===== src/cuat_pkg.sv =====
// ----------------------------------------------------------------------------
// cuat_pkg
// Shared types, sizes and helpers for the card UID access table.
// ----------------------------------------------------------------------------
package cuat_pkg;

  localparam int NUM_SLOTS       = 10;
  localparam int UID_BYTES       = 7;
  localparam int UID_W           = 56;
  localparam int UID_FIELD_BYTES = UID_W / 8;
  localparam int LEN_W           = 3;
  localparam int USER_W          = 8;
  localparam int IDX_W           = (NUM_SLOTS > 1) ? $clog2(NUM_SLOTS) : 1;

  typedef enum logic [1:0] {
    KIND_LOOKUP   = 2'd0,
    KIND_ADD      = 2'd1,
    KIND_DEL_UID  = 2'd2,
    KIND_DEL_USER = 2'd3
  } kind_t;

  typedef enum logic [1:0] {
    ST_IDLE,
    ST_SCAN,
    ST_COMMIT
  } state_t;

  // controller to datapath
  typedef struct packed {
    logic             load;
    logic             scan;
    logic             commit;
    logic [IDX_W-1:0] idx;
  } cmd_t;

  // keeps the first min(len, UID_BYTES) bytes of a UID
  function automatic logic [UID_W-1:0] byte_mask(input logic [LEN_W-1:0] len);
    logic [UID_W-1:0] m;
    m = '0;
    for (int b = 0; b < UID_FIELD_BYTES; b++) begin
      if (b < int'(len) && b < UID_BYTES) begin
        m[b*8 +: 8] = 8'hFF;
      end
    end
    return m;
  endfunction

endpackage


===== src/cuat_ctrl.sv =====
// ----------------------------------------------------------------------------
// cuat_ctrl
// Request sequencer: takes a request, steps the slot index over the whole
// table, then issues one commit.
// ----------------------------------------------------------------------------
module cuat_ctrl (
  input  logic          clk,
  input  logic          rst,
  input  logic          start,
  output logic          busy,
  output cuat_pkg::cmd_t cmd
);
  import cuat_pkg::*;

  state_t           state;
  state_t           state_next;
  logic [IDX_W-1:0] cnt;
  logic [IDX_W-1:0] cnt_next;
  logic             last;

  assign last = (cnt == IDX_W'(NUM_SLOTS - 1));

  always_ff @(posedge clk) begin
    if (rst) begin
      state <= ST_IDLE;
      cnt   <= '0;
    end else begin
      state <= state_next;
      cnt   <= cnt_next;
    end
  end

  always_comb begin
    state_next = state;
    unique case (state)
      ST_IDLE:   if (start) state_next = ST_SCAN;
      ST_SCAN:   if (last) state_next = ST_COMMIT;
      ST_COMMIT: state_next = ST_IDLE;
      default:   state_next = ST_IDLE;
    endcase
  end

  always_comb begin
    cmd        = '0;
    cmd.idx    = cnt;
    busy       = 1'b1;
    cnt_next   = cnt;
    unique case (state)
      ST_IDLE: begin
        busy     = 1'b0;
        cmd.load = start;
        cnt_next = '0;
      end
      ST_SCAN: begin
        cmd.scan = 1'b1;
        cnt_next = last ? '0 : cnt + 1'b1;
      end
      ST_COMMIT: begin
        cmd.commit = 1'b1;
      end
      default: begin
        busy = 1'b0;
      end
    endcase
  end

endmodule


===== src/cuat_dp.sv =====
// ----------------------------------------------------------------------------
// cuat_dp
// Slot storage, request register and scan bookkeeping. One slot is compared
// per scan cycle; the table is updated once at commit.
// ----------------------------------------------------------------------------
module cuat_dp (
  input  logic                         clk,
  input  logic                         rst,
  input  cuat_pkg::cmd_t               cmd,
  input  logic [1:0]                   kind,
  input  logic [cuat_pkg::UID_W-1:0]   uid,
  input  logic [cuat_pkg::LEN_W-1:0]   uid_len,
  input  logic [cuat_pkg::USER_W-1:0]  user,
  output logic                         done,
  output logic                         ok
);
  import cuat_pkg::*;

  logic [NUM_SLOTS-1:0] slot_valid;
  logic [UID_W-1:0]     slot_uid  [NUM_SLOTS];
  logic [LEN_W-1:0]     slot_len  [NUM_SLOTS];
  logic [USER_W-1:0]    slot_user [NUM_SLOTS];

  kind_t             req_kind;
  logic [UID_W-1:0]  req_key;
  logic [LEN_W-1:0]  req_len;
  logic [USER_W-1:0] req_user;

  logic             hit_found, user_found, free_found;
  logic [IDX_W-1:0] hit_idx, user_idx, free_idx;

  logic uid_match, user_match, slot_free;
  logic result;
  logic wr_add, wr_clr;
  logic [IDX_W-1:0] wr_idx;

  assign uid_match  = slot_valid[cmd.idx] && (slot_len[cmd.idx] == req_len) &&
                      (slot_uid[cmd.idx] == req_key);
  assign user_match = slot_valid[cmd.idx] && (slot_user[cmd.idx] == req_user);
  assign slot_free  = !slot_valid[cmd.idx];

  // request register and first-hit tracking over the scan
  always_ff @(posedge clk) begin
    if (cmd.load) begin
      req_kind   <= kind_t'(kind);
      req_key    <= uid & byte_mask(uid_len);
      req_len    <= uid_len;
      req_user   <= user;
      hit_found  <= 1'b0;
      user_found <= 1'b0;
      free_found <= 1'b0;
    end else if (cmd.scan) begin
      if (!hit_found && uid_match) begin
        hit_found <= 1'b1;
        hit_idx   <= cmd.idx;
      end
      if (!user_found && user_match) begin
        user_found <= 1'b1;
        user_idx   <= cmd.idx;
      end
      if (!free_found && slot_free) begin
        free_found <= 1'b1;
        free_idx   <= cmd.idx;
      end
    end
  end

  always_comb begin
    result = 1'b0;
    wr_add = 1'b0;
    wr_clr = 1'b0;
    wr_idx = free_idx;
    unique case (req_kind)
      KIND_LOOKUP: result = hit_found;
      KIND_ADD: begin
        result = !hit_found && free_found;
        wr_add = result;
      end
      KIND_DEL_UID: begin
        result = hit_found;
        wr_clr = hit_found;
        wr_idx = hit_idx;
      end
      KIND_DEL_USER: begin
        result = user_found;
        wr_clr = user_found;
        wr_idx = user_idx;
      end
      default: result = 1'b0;
    endcase
  end

  always_ff @(posedge clk) begin
    if (rst) begin
      slot_valid <= '0;
    end else if (cmd.commit && (wr_add || wr_clr)) begin
      slot_valid[wr_idx] <= wr_add;
    end
  end

  always_ff @(posedge clk) begin
    if (cmd.commit && wr_add) begin
      slot_uid[wr_idx]  <= req_key;
      slot_len[wr_idx]  <= req_len;
      slot_user[wr_idx] <= req_user;
    end
  end

  // result beat, one cycle wide
  always_ff @(posedge clk) begin
    if (rst) begin
      done <= 1'b0;
      ok   <= 1'b0;
    end else begin
      done <= cmd.commit;
      ok   <= cmd.commit && result;
    end
  end

endmodule


===== src/card_uid_access_table.sv =====
// ----------------------------------------------------------------------------
// card_uid_access_table
// Table of card UIDs with lookup, add, remove by UID and remove by user.
// ----------------------------------------------------------------------------
// start is taken in idle; the scan then compares one slot per cycle, a commit
// cycle updates the table, and done is registered from the commit.
// A new request is not taken until the previous one is done.
// busy drops in the cycle done is high, so the next start may coincide.
// Reset (rst, synchronous) empties the table and returns to idle at once.
// ----------------------------------------------------------------------------
module card_uid_access_table (
  input  logic                        clk,
  input  logic                        rst,
  input  logic                        start,
  output logic                        busy,
  input  logic [1:0]                  kind,
  input  logic [cuat_pkg::UID_W-1:0]  uid,
  input  logic [cuat_pkg::LEN_W-1:0]  uid_len,
  input  logic [cuat_pkg::USER_W-1:0] user,
  output logic                        done,
  output logic                        ok
);
  import cuat_pkg::*;

  cmd_t cmd;

  cuat_ctrl u_ctrl (
    .clk   (clk),
    .rst   (rst),
    .start (start),
    .busy  (busy),
    .cmd   (cmd)
  );

  cuat_dp u_dp (
    .clk     (clk),
    .rst     (rst),
    .cmd     (cmd),
    .kind    (kind),
    .uid     (uid),
    .uid_len (uid_len),
    .user    (user),
    .done    (done),
    .ok      (ok)
  );

endmodule


===== config.mk =====
export PLATFORM = sky130hd
export DESIGN_NAME = card_uid_access_table
export DESIGN_NICKNAME = d
export VERILOG_FILES = /design/src/cuat_pkg.sv /design/src/cuat_ctrl.sv /design/src/cuat_dp.sv /design/src/card_uid_access_table.sv
export SDC_FILE = /design/constraint.sdc
export NUM_CORES = 1
export LEC_CHECK = 0
export ABC_CLOCK_PERIOD_IN_PS = 9200
export BUFFER_PORTS_ARGS = -buffer_cell sky130_fd_sc_hd__clkbuf_2
export CAP_MARGIN = 30
export CORE_UTILIZATION = 65
export CTS_BUF_LIST = sky130_fd_sc_hd__clkbuf_4 sky130_fd_sc_hd__clkbuf_8
export CTS_CLUSTER_DIAMETER = 60
export DETAILED_ROUTE_END_ITERATION = 12
export GPL_TIMING_DRIVEN = 0
export PLACE_DENSITY = 0.83
export SLEW_MARGIN = 15
export SYNTH_ARGS = -nofsm -noshare
export SYNTH_HDL_FRONTEND = slang
export SYNTH_HIERARCHICAL = 1
export SYNTH_SLANG_ARGS = --single-unit

===== constraint.sdc =====
create_clock -name clk -period 9.2 [get_ports clk]
set_clock_uncertainty 0.2 [all_clocks]
set_input_delay 2.3 -clock clk [delete_from_list [all_inputs] [get_ports clk]]
set_output_delay 2.3 -clock clk [all_outputs]
set_load 0.1 [all_outputs]

==> summary.md, run 1 <==
| Metric | Value |
|---|---|
| Status | `finished clean` |
| Commonest non-fill, non-tap cell in the layout | `edfxtp_1` |
| Cells after Synth | `1593` |
| Num CTS Buffers | `117` |
| CP max FO | `17` |
| Endpoints failing setup | `0` |
| Synth Flop Type | `edfxtp_1` |
| Top cells by area, synth | `edfxtp_1, mux4_2, mux2i_1` |
| Crit path DAT | `5.50 ns` |
| Fmax | `187.3 MHz` |
| Critical Path Start Type | `register` |
| Tightest Pin Transition | `1.051 ns` |
| Port bufs | `74` |
| Hold buffers post-CTS | `0` |
| RePlAce Congestion | `0.8969` |
| Syn_area_per_cell | `19.30 um^2` |
| Area Growth Syn to Fin | `13.02%` |
| DR DRC count | `0` |
| Register area share after synthesis | `74.71%` |
| Most frequent cells in the layout | `edfxtp_1, clkbuf_8, mux2i_1` |
| Die H | `219.5 um` |
| Largest delay share family, worst path | `buffers and inverters` |
| Worst Path Class, Setup | `register to register` |
| Pleak | `11.33 nW` |
| Routed vias | `17.01k` |
| FILL cells | `2478` |
| Worst ir drop on vdd | `155.0 uV` |
| Starting Density | `66.05%` |
| Post-CTS Setup Inserts | `0` |
| Detailed placement HPWL | `46960 um` |
| Boundary pin count | `75` |
| Crit path buf inv count | `3` |
| Routed Antenna Nets | `0` |
| Number of synthesized flops with an enable pin | `751` |
| RSZ-0062 raised after global routing | `false` |
| Chip width | `219.5 um` |
| Max_cap viols | `0` |
| Async set-reset flop share out of synthesis | `0%` |
| TritonCTS clock tree | `yes` |
| Htree depth | `3` |
| Unique masters post-synth | `72` |
| Resized Gates After CTS | `0` |
| Synth top area share | `73.34%` |
| Clock sinks | `772` |
| Slew headroom | `29.94%` |
| Total power | `8.275 mW` |
| Required @ worst endpoint | `9.36 ns` |
| Antenna violations before repair | `2` |
| Clk_lat worst skew | `0.73 ns` |
| Syn. warnings | `6` |
| Gr ovfl total | `0` |
| Final WL | `75720 um` |
| Final net count | `1897` |
| Fraction of layout cells with a size suffix above 1 | `25.25%` |
| #FFs+latches synth | `772` |
| Clk slew on worst S/H paths | `0.06 ns` |
| CTS root buf | `clkbuf_8` |
| Final Util | `74.65%` |
| All-Layer GR Usage | `32.46%` |
| Std cell rows | `79` |
| Top cell type by total area after synthesis | `edfxtp_1` |
| DR pass1 iterations | `5` |
| PwrDens | `238.1 nW/um^2` |
| Fin. max-slew vios | `0` |
| First-pass GRT wire length | `109400 um` |
| Fin crit period | `5.338 ns` |
| DIE AREA | `48180 um^2` |
| Crit-path cells | `buf_2 > clkbuf_1 > clkbuf_1 > mux2i_1 > nor3_1 > nand4_1 > a21oi_1 > nand4_1 > nor2_1` |
| Final period util | `58.02%` |
| Vias in the first global route | `17.19k` |
| Slowest CP cell | `clkbuf_1` |
| Hold Slack | `0.2876 ns` |
| Largest buffer count on any clock path | `3` |
| Final hold violation count | `0` |
| Mapped Area | `30750 um^2` |
| Tightest Hold Check Type | `register to register` |
| Via density | `6.724` |
| Routed WL per cell | `29.94 um` |
| Syn nets | `1669` |
| Largest net degree at the start of global routing | `46` |
| Core region area | `46560 um^2` |
| Slowest stage delay, CP | `0.85 ns` |
| Nature of the critical path endpoint | `register` |
| DR iter-0 viols | `2637` |
==> per-layer routing <==
metal / track usage, % / part of all wire, %
met1: 42.25 / 35
met3: 8.392 / 12
met5: 0 / 0
met2: 51.30 / 48
met4: 16.25 / 4.2
==> worst paths after layout <==
| path | start | to | slack, ns | depth (start not counted) |
|---|---|---|---|---|
| setup reg to reg | u_ctrl/cnt[2] | u_dp/hit_idx[3] | 3.86 | 9 |
| setup / recovery | u_ctrl/cnt[2] | u_dp/hit_idx[3] | 3.86 | 9 |
| hold / removal | u_dp/slot_valid[7] | u_dp/slot_valid[7] | 0.29 | 2 |
| hold reg to reg | u_dp/slot_valid[7] | u_dp/slot_valid[7] | 0.29 | 2 |
==> through the flow <==
| stage | setup WS (ns) | TNS (ns) | cells | area (um^2) |
|---|---|---|---|---|
| 4_1_cts | 4.001 | 0 | 2525 | 34720 |
| 3_5_place_dp | 3.942 | 0 | 2306 | 32390 |
| 6_report | 3.862 | 0 | 2529 | 34750 |
| 5_1_grt | 3.814 | 0 | 2528 | 34750 |
| 2_1_floorplan | 2.536 | 0 | 1593 | 30750 |
| 3_3_place_gp | -1.069 | -137.16 | 2274 | 31880 |
==> cells in the mapped netlist (17+ instances only) <==
cell type and instances:
a21oi_1 31, o21ai_0 22, clkbuf_1 26, nand3_1 17, nor2_1 28, mux4_2 107
inv_1 18, and3_1 20, mux2_2 27, xnor2_1 57, nand2_1 45, edfxtp_1 751
nor2b_1 29, dfxtp_1 21, xor2_1 37, mux2i_1 117, and2_1 29
==> registers in the layout, indices dropped and copies added, names as in the netlist, 2 cells and up <==
name / count
u_dp/req_kind: 2
u_dp/req_key: 56
u_dp/slot_valid: 10
u_dp/slot_user: 80
u_dp/req_len: 3
u_dp/slot_uid: 560
u_dp/slot_len: 30
u_dp/hit_idx: 4
u_ctrl/state: 2
u_dp/user_idx: 4
u_dp/req_user: 8
u_dp/free_idx: 4
u_ctrl/cnt: 4
==> layout make-up <==
| class | count | area (um^2) | area share [%] |
|---|---|---|---|
| sequential | 772 | 22970 | 66.10 |
| multi-input combinational | 737 | 7254 | 20.87 |
| clock buffer | 155 | 1921 | 5.527 |
| timing repair buffer | 109 | 869.6 | 2.502 |
| tap | 607 | 759.5 | 2.185 |
| buffer | 65 | 475.5 | 1.368 |
| clock inverter | 64 | 409.1 | 1.177 |
| inverter | 19 | 88.84 | 0.2556 |
| antenna | 1 | 2.502 | 0.007201 |
==> logic make-up after synthesis <==
kind of cell	Yosys count	share of synthesized area, %
flops	772	74.71
mux	258	13.23
simple gates	232	4.126
compound gates	149	3.312
xor+xnor	94	2.678
buf+inv	84	1.778
fa+ha+maj	4	0.1628
==> worst min-delay path, delay by kind of cell (launching register included) <==
family	cells	cell delay (ns)
flops	1	0.31
compound gates	2	0.13
==> where the power goes <==
group | internal, mW | total, mW | leakage, nW | switching, mW
Sequential | 4.07 | 4.29 | 7.00 | 0.221
Clock | 1.50 | 2.79 | 1.23 | 1.29
Combinational | 0.530 | 1.19 | 3.10 | 0.664
Power figures use the tool's default switching activity.
==> run 2, diff against run 1 <==
- ABC_CLOCK_PERIOD_IN_PS: 9200 -> 4400
- CORE_UTILIZATION: 65 -> 58
- PLACE_DENSITY: 0.83 -> 0.79
- clock period: 9.2 -> 4.4 ns (I/O delays scaled with it)
==> run 2 against run 1 <==
Power is 110% higher. Sequential power up 110%. Design area up 0.88%. Largest power group unchanged.
==> summary.md, run 2 (synthesis gave the netlist of run 1 again) <==
| Metric | Value |
|---|---|
| Final hold violation count | `0 (unchanged)` |
| All-Layer GR Usage | `28.28% (was 32.46%)` |
| RSZ-0062 raised after global routing | `false (unchanged)` |
| Largest delay share family, worst path | `buffers and inverters (unchanged)` |
| Max reg flops | `560 (unchanged)` |
| PwrDens | `496.2 nW/um^2 (was 238.1 nW/um^2)` |
| Commonest non-fill, non-tap cell in the layout | `edfxtp_1 (unchanged)` |
| Most frequent cells in the layout | `edfxtp_1, clkbuf_8, mux2i_1 (unchanged)` |
| Fin area | `35060 um^2 (was 34750 um^2)` |
| Slowest CP cell | `dfxtp_1 (was clkbuf_1)` |
| Area Growth Syn to Fin | `14.01% (was 13.02%)` |
| Vias in the first global route | `16.28k (was 17.19k)` |
| RePlAce Congestion | `0.8690 (was 0.8969)` |
| Slowest stage delay, CP | `0.52 ns (was 0.85 ns)` |
| Crit path buf inv count | `4 (was 3)` |
| Die H | `232.3 um (was 219.5 um)` |
| Hold buffers post-CTS | `0 (unchanged)` |
| Core region area | `52450 um^2 (was 46560 um^2)` |
| CTS root buf | `clkbuf_8 (unchanged)` |
| Boundary pin count | `75 (unchanged)` |
| Total Negative Setup Slacks | `0 ns (unchanged)` |
| Num CTS Buffers | `118 (was 117)` |
| Port bufs | `74 (unchanged)` |
| Final period util | `98.87% (was 58.02%)` |
| # placed instances | `2384 (was 2306)` |
| Std cell rows | `84 (was 79)` |
| Antenna violations before repair | `3 (was 2)` |
| Status | `finished clean (unchanged)` |
| Clk_lat worst skew | `0.72 ns (was 0.73 ns)` |
| Fin crit period | `4.350 ns (was 5.338 ns)` |
| Final WL | `74560 um (was 75720 um)` |
| Largest buffer count on any clock path | `3 (unchanged)` |
| Gr ovfl total | `0 (unchanged)` |
| DR DRC count | `0 (unchanged)` |
| Htree depth | `3 (unchanged)` |
| Worst ir drop on vdd | `279.8 uV (was 155.0 uV)` |
| Chip width | `232.3 um (was 219.5 um)` |
| Tightest Pin Transition | `1.001 ns (was 1.051 ns)` |
| DP Area | `32620 um^2 (was 32390 um^2)` |
| Largest net degree at the start of global routing | `44 (was 46)` |
| Slew headroom | `33.24% (was 29.94%)` |
| Tightest Hold Check Type | `register to register (unchanged)` |
| First-pass GRT wire length | `107600 um (was 109400 um)` |
| Post-CTS Setup Inserts | `0 (unchanged)` |
| DR iter-0 viols | `2007 (was 2637)` |
| Fin. max-slew vios | `0 (unchanged)` |
| Fraction of layout cells with a size suffix above 1 | `26.46% (was 25.25%)` |
| Clk slew on worst S/H paths | `0.06 ns (about the same)` |
| Routed Antenna Nets | `0 (unchanged)` |
| Non-Filler Instances | `2600 (was 2529)` |
| Diode count | `0 (was 1)` |
| Crit-path cells | `buf_2 > buf_4 > buf_2 > clkbuf_4 > mux4_2 > xor2_1 > nor3_1 > a31oi_1 > a21oi_2 > nand4_1 > nor2_2 (was buf_2 > clkbuf_1 > clkbuf_1 > mux2i_1 > nor3_1 > nand4_1 > a21oi_1 > nand4_1 > nor2_1)` |
| Required @ worst endpoint | `4.59 ns (was 9.36 ns)` |
| CP max FO | `11 (was 17)` |
| Starting Density | `58.63% (was 66.05%)` |
| Crit path DAT | `4.54 ns (was 5.50 ns)` |
| TritonCTS clock tree | `yes (unchanged)` |
| Worst Path Class, Setup | `register to register (unchanged)` |
| Fmax | `229.9 MHz (was 187.3 MHz)` |
| Crit-path most repeated cell | `buf_2` |
| Routed vias | `16.50k (was 17.01k)` |
| Routed WL per cell | `28.68 um (was 29.94 um)` |
| Pleak | `11.42 nW (was 11.33 nW)` |
| Critical Path Start Type | `register (unchanged)` |
| DIE AREA | `53940 um^2 (was 48180 um^2)` |
| Detailed placement HPWL | `46720 um (was 46960 um)` |
| Largest regs | `u_dp/slot_uid (560), u_dp/slot_user (80), u_dp/req_key (56) (unchanged)` |
| DR pass1 iterations | `6 (was 5)` |
| Nature of the critical path endpoint | `register (unchanged)` |
| Endpoints failing setup | `0 (unchanged)` |
| Top reg by flops | `u_dp/slot_uid (unchanged)` |
| Clock sinks | `772 (unchanged)` |
| Max_cap viols | `0 (unchanged)` |
| Final net count | `1892 (was 1897)` |
| Via density | `6.347 (was 6.724)` |
| Hold Slack | `0.2848 ns (was 0.2876 ns)` |
| FILL cells | `3279 (was 2478)` |
[run 2: cell count changes in the layout (fill, tap and decap cells not counted), moves of 9 or more]
cell / change
buf_4: -11
buf_8: +10
clkinv_1: -14
clkbuf_1: -9
[run 2: metrics by stage]
step / worst slack (ns) / power [mW] / utilization, %
after global routing: 0.01802 / 17.92 / 66.85
after CTS: 0.04661 / 17.46 / 66.80
after floorplan: 0.3015 / 10.68 / -
after detailed placement: -0.7012 / 11.56 / 62.21
final: 0.04988 / 17.39 / 66.85
after global placement: -1.628 / 11.46 / 61.02
[run 2: power breakdown]
part,switching [mW],internal [mW]
clock network,2.71,3.25
logic,1.37,1.11
registers,0.455,8.51
[run 2: final cells by class]
type	instances	area (um^2)	area share (%)
clock buffer	162	2011	5.735
timing repair buffer	105	972.2	2.773
inverter	19	88.84	0.2534
buffer	63	491.7	1.403
multi-input combinational	737	7278	20.76
tap	688	860.8	2.455
clock inverter	54	380.4	1.085
sequential	772	22970	65.53
[run 2: repair_timing]
| item | 4_1_cts | 5_1_grt |
|---|---|---|
| cloned | 0 | 0 |
| gates resized for setup | 14 | 9 |
| setup endpoints to repair | 9 | 4 |
[run 2: worst paths after layout]
kind	depth (start not counted)	to	slack [ns]	startpoint
worst max-delay path	11	u_dp/hit_idx[2]	0.05	u_ctrl/cnt[1]
worst min-delay path	2	u_dp/slot_valid[2]	0.28	u_dp/slot_valid[2]
worst max register to register	11	u_dp/hit_idx[2]	0.05	u_ctrl/cnt[1]
worst min register to register	2	u_dp/slot_valid[2]	0.28	u_dp/slot_valid[2]
[run 2: tightest hold or removal path, stage by stage (launching register included)]
cell and delay [ns]:
dfxtp_1 0.31, o21ai_0 0.07, a21oi_1 0.06
[run 2: metal layers]
layer,global-route usage (%),share of wire [%]
met3,7.110,11
met1,38.75,38
met4,10.55,3.6
met2,44.13,47
met5,0,0.027
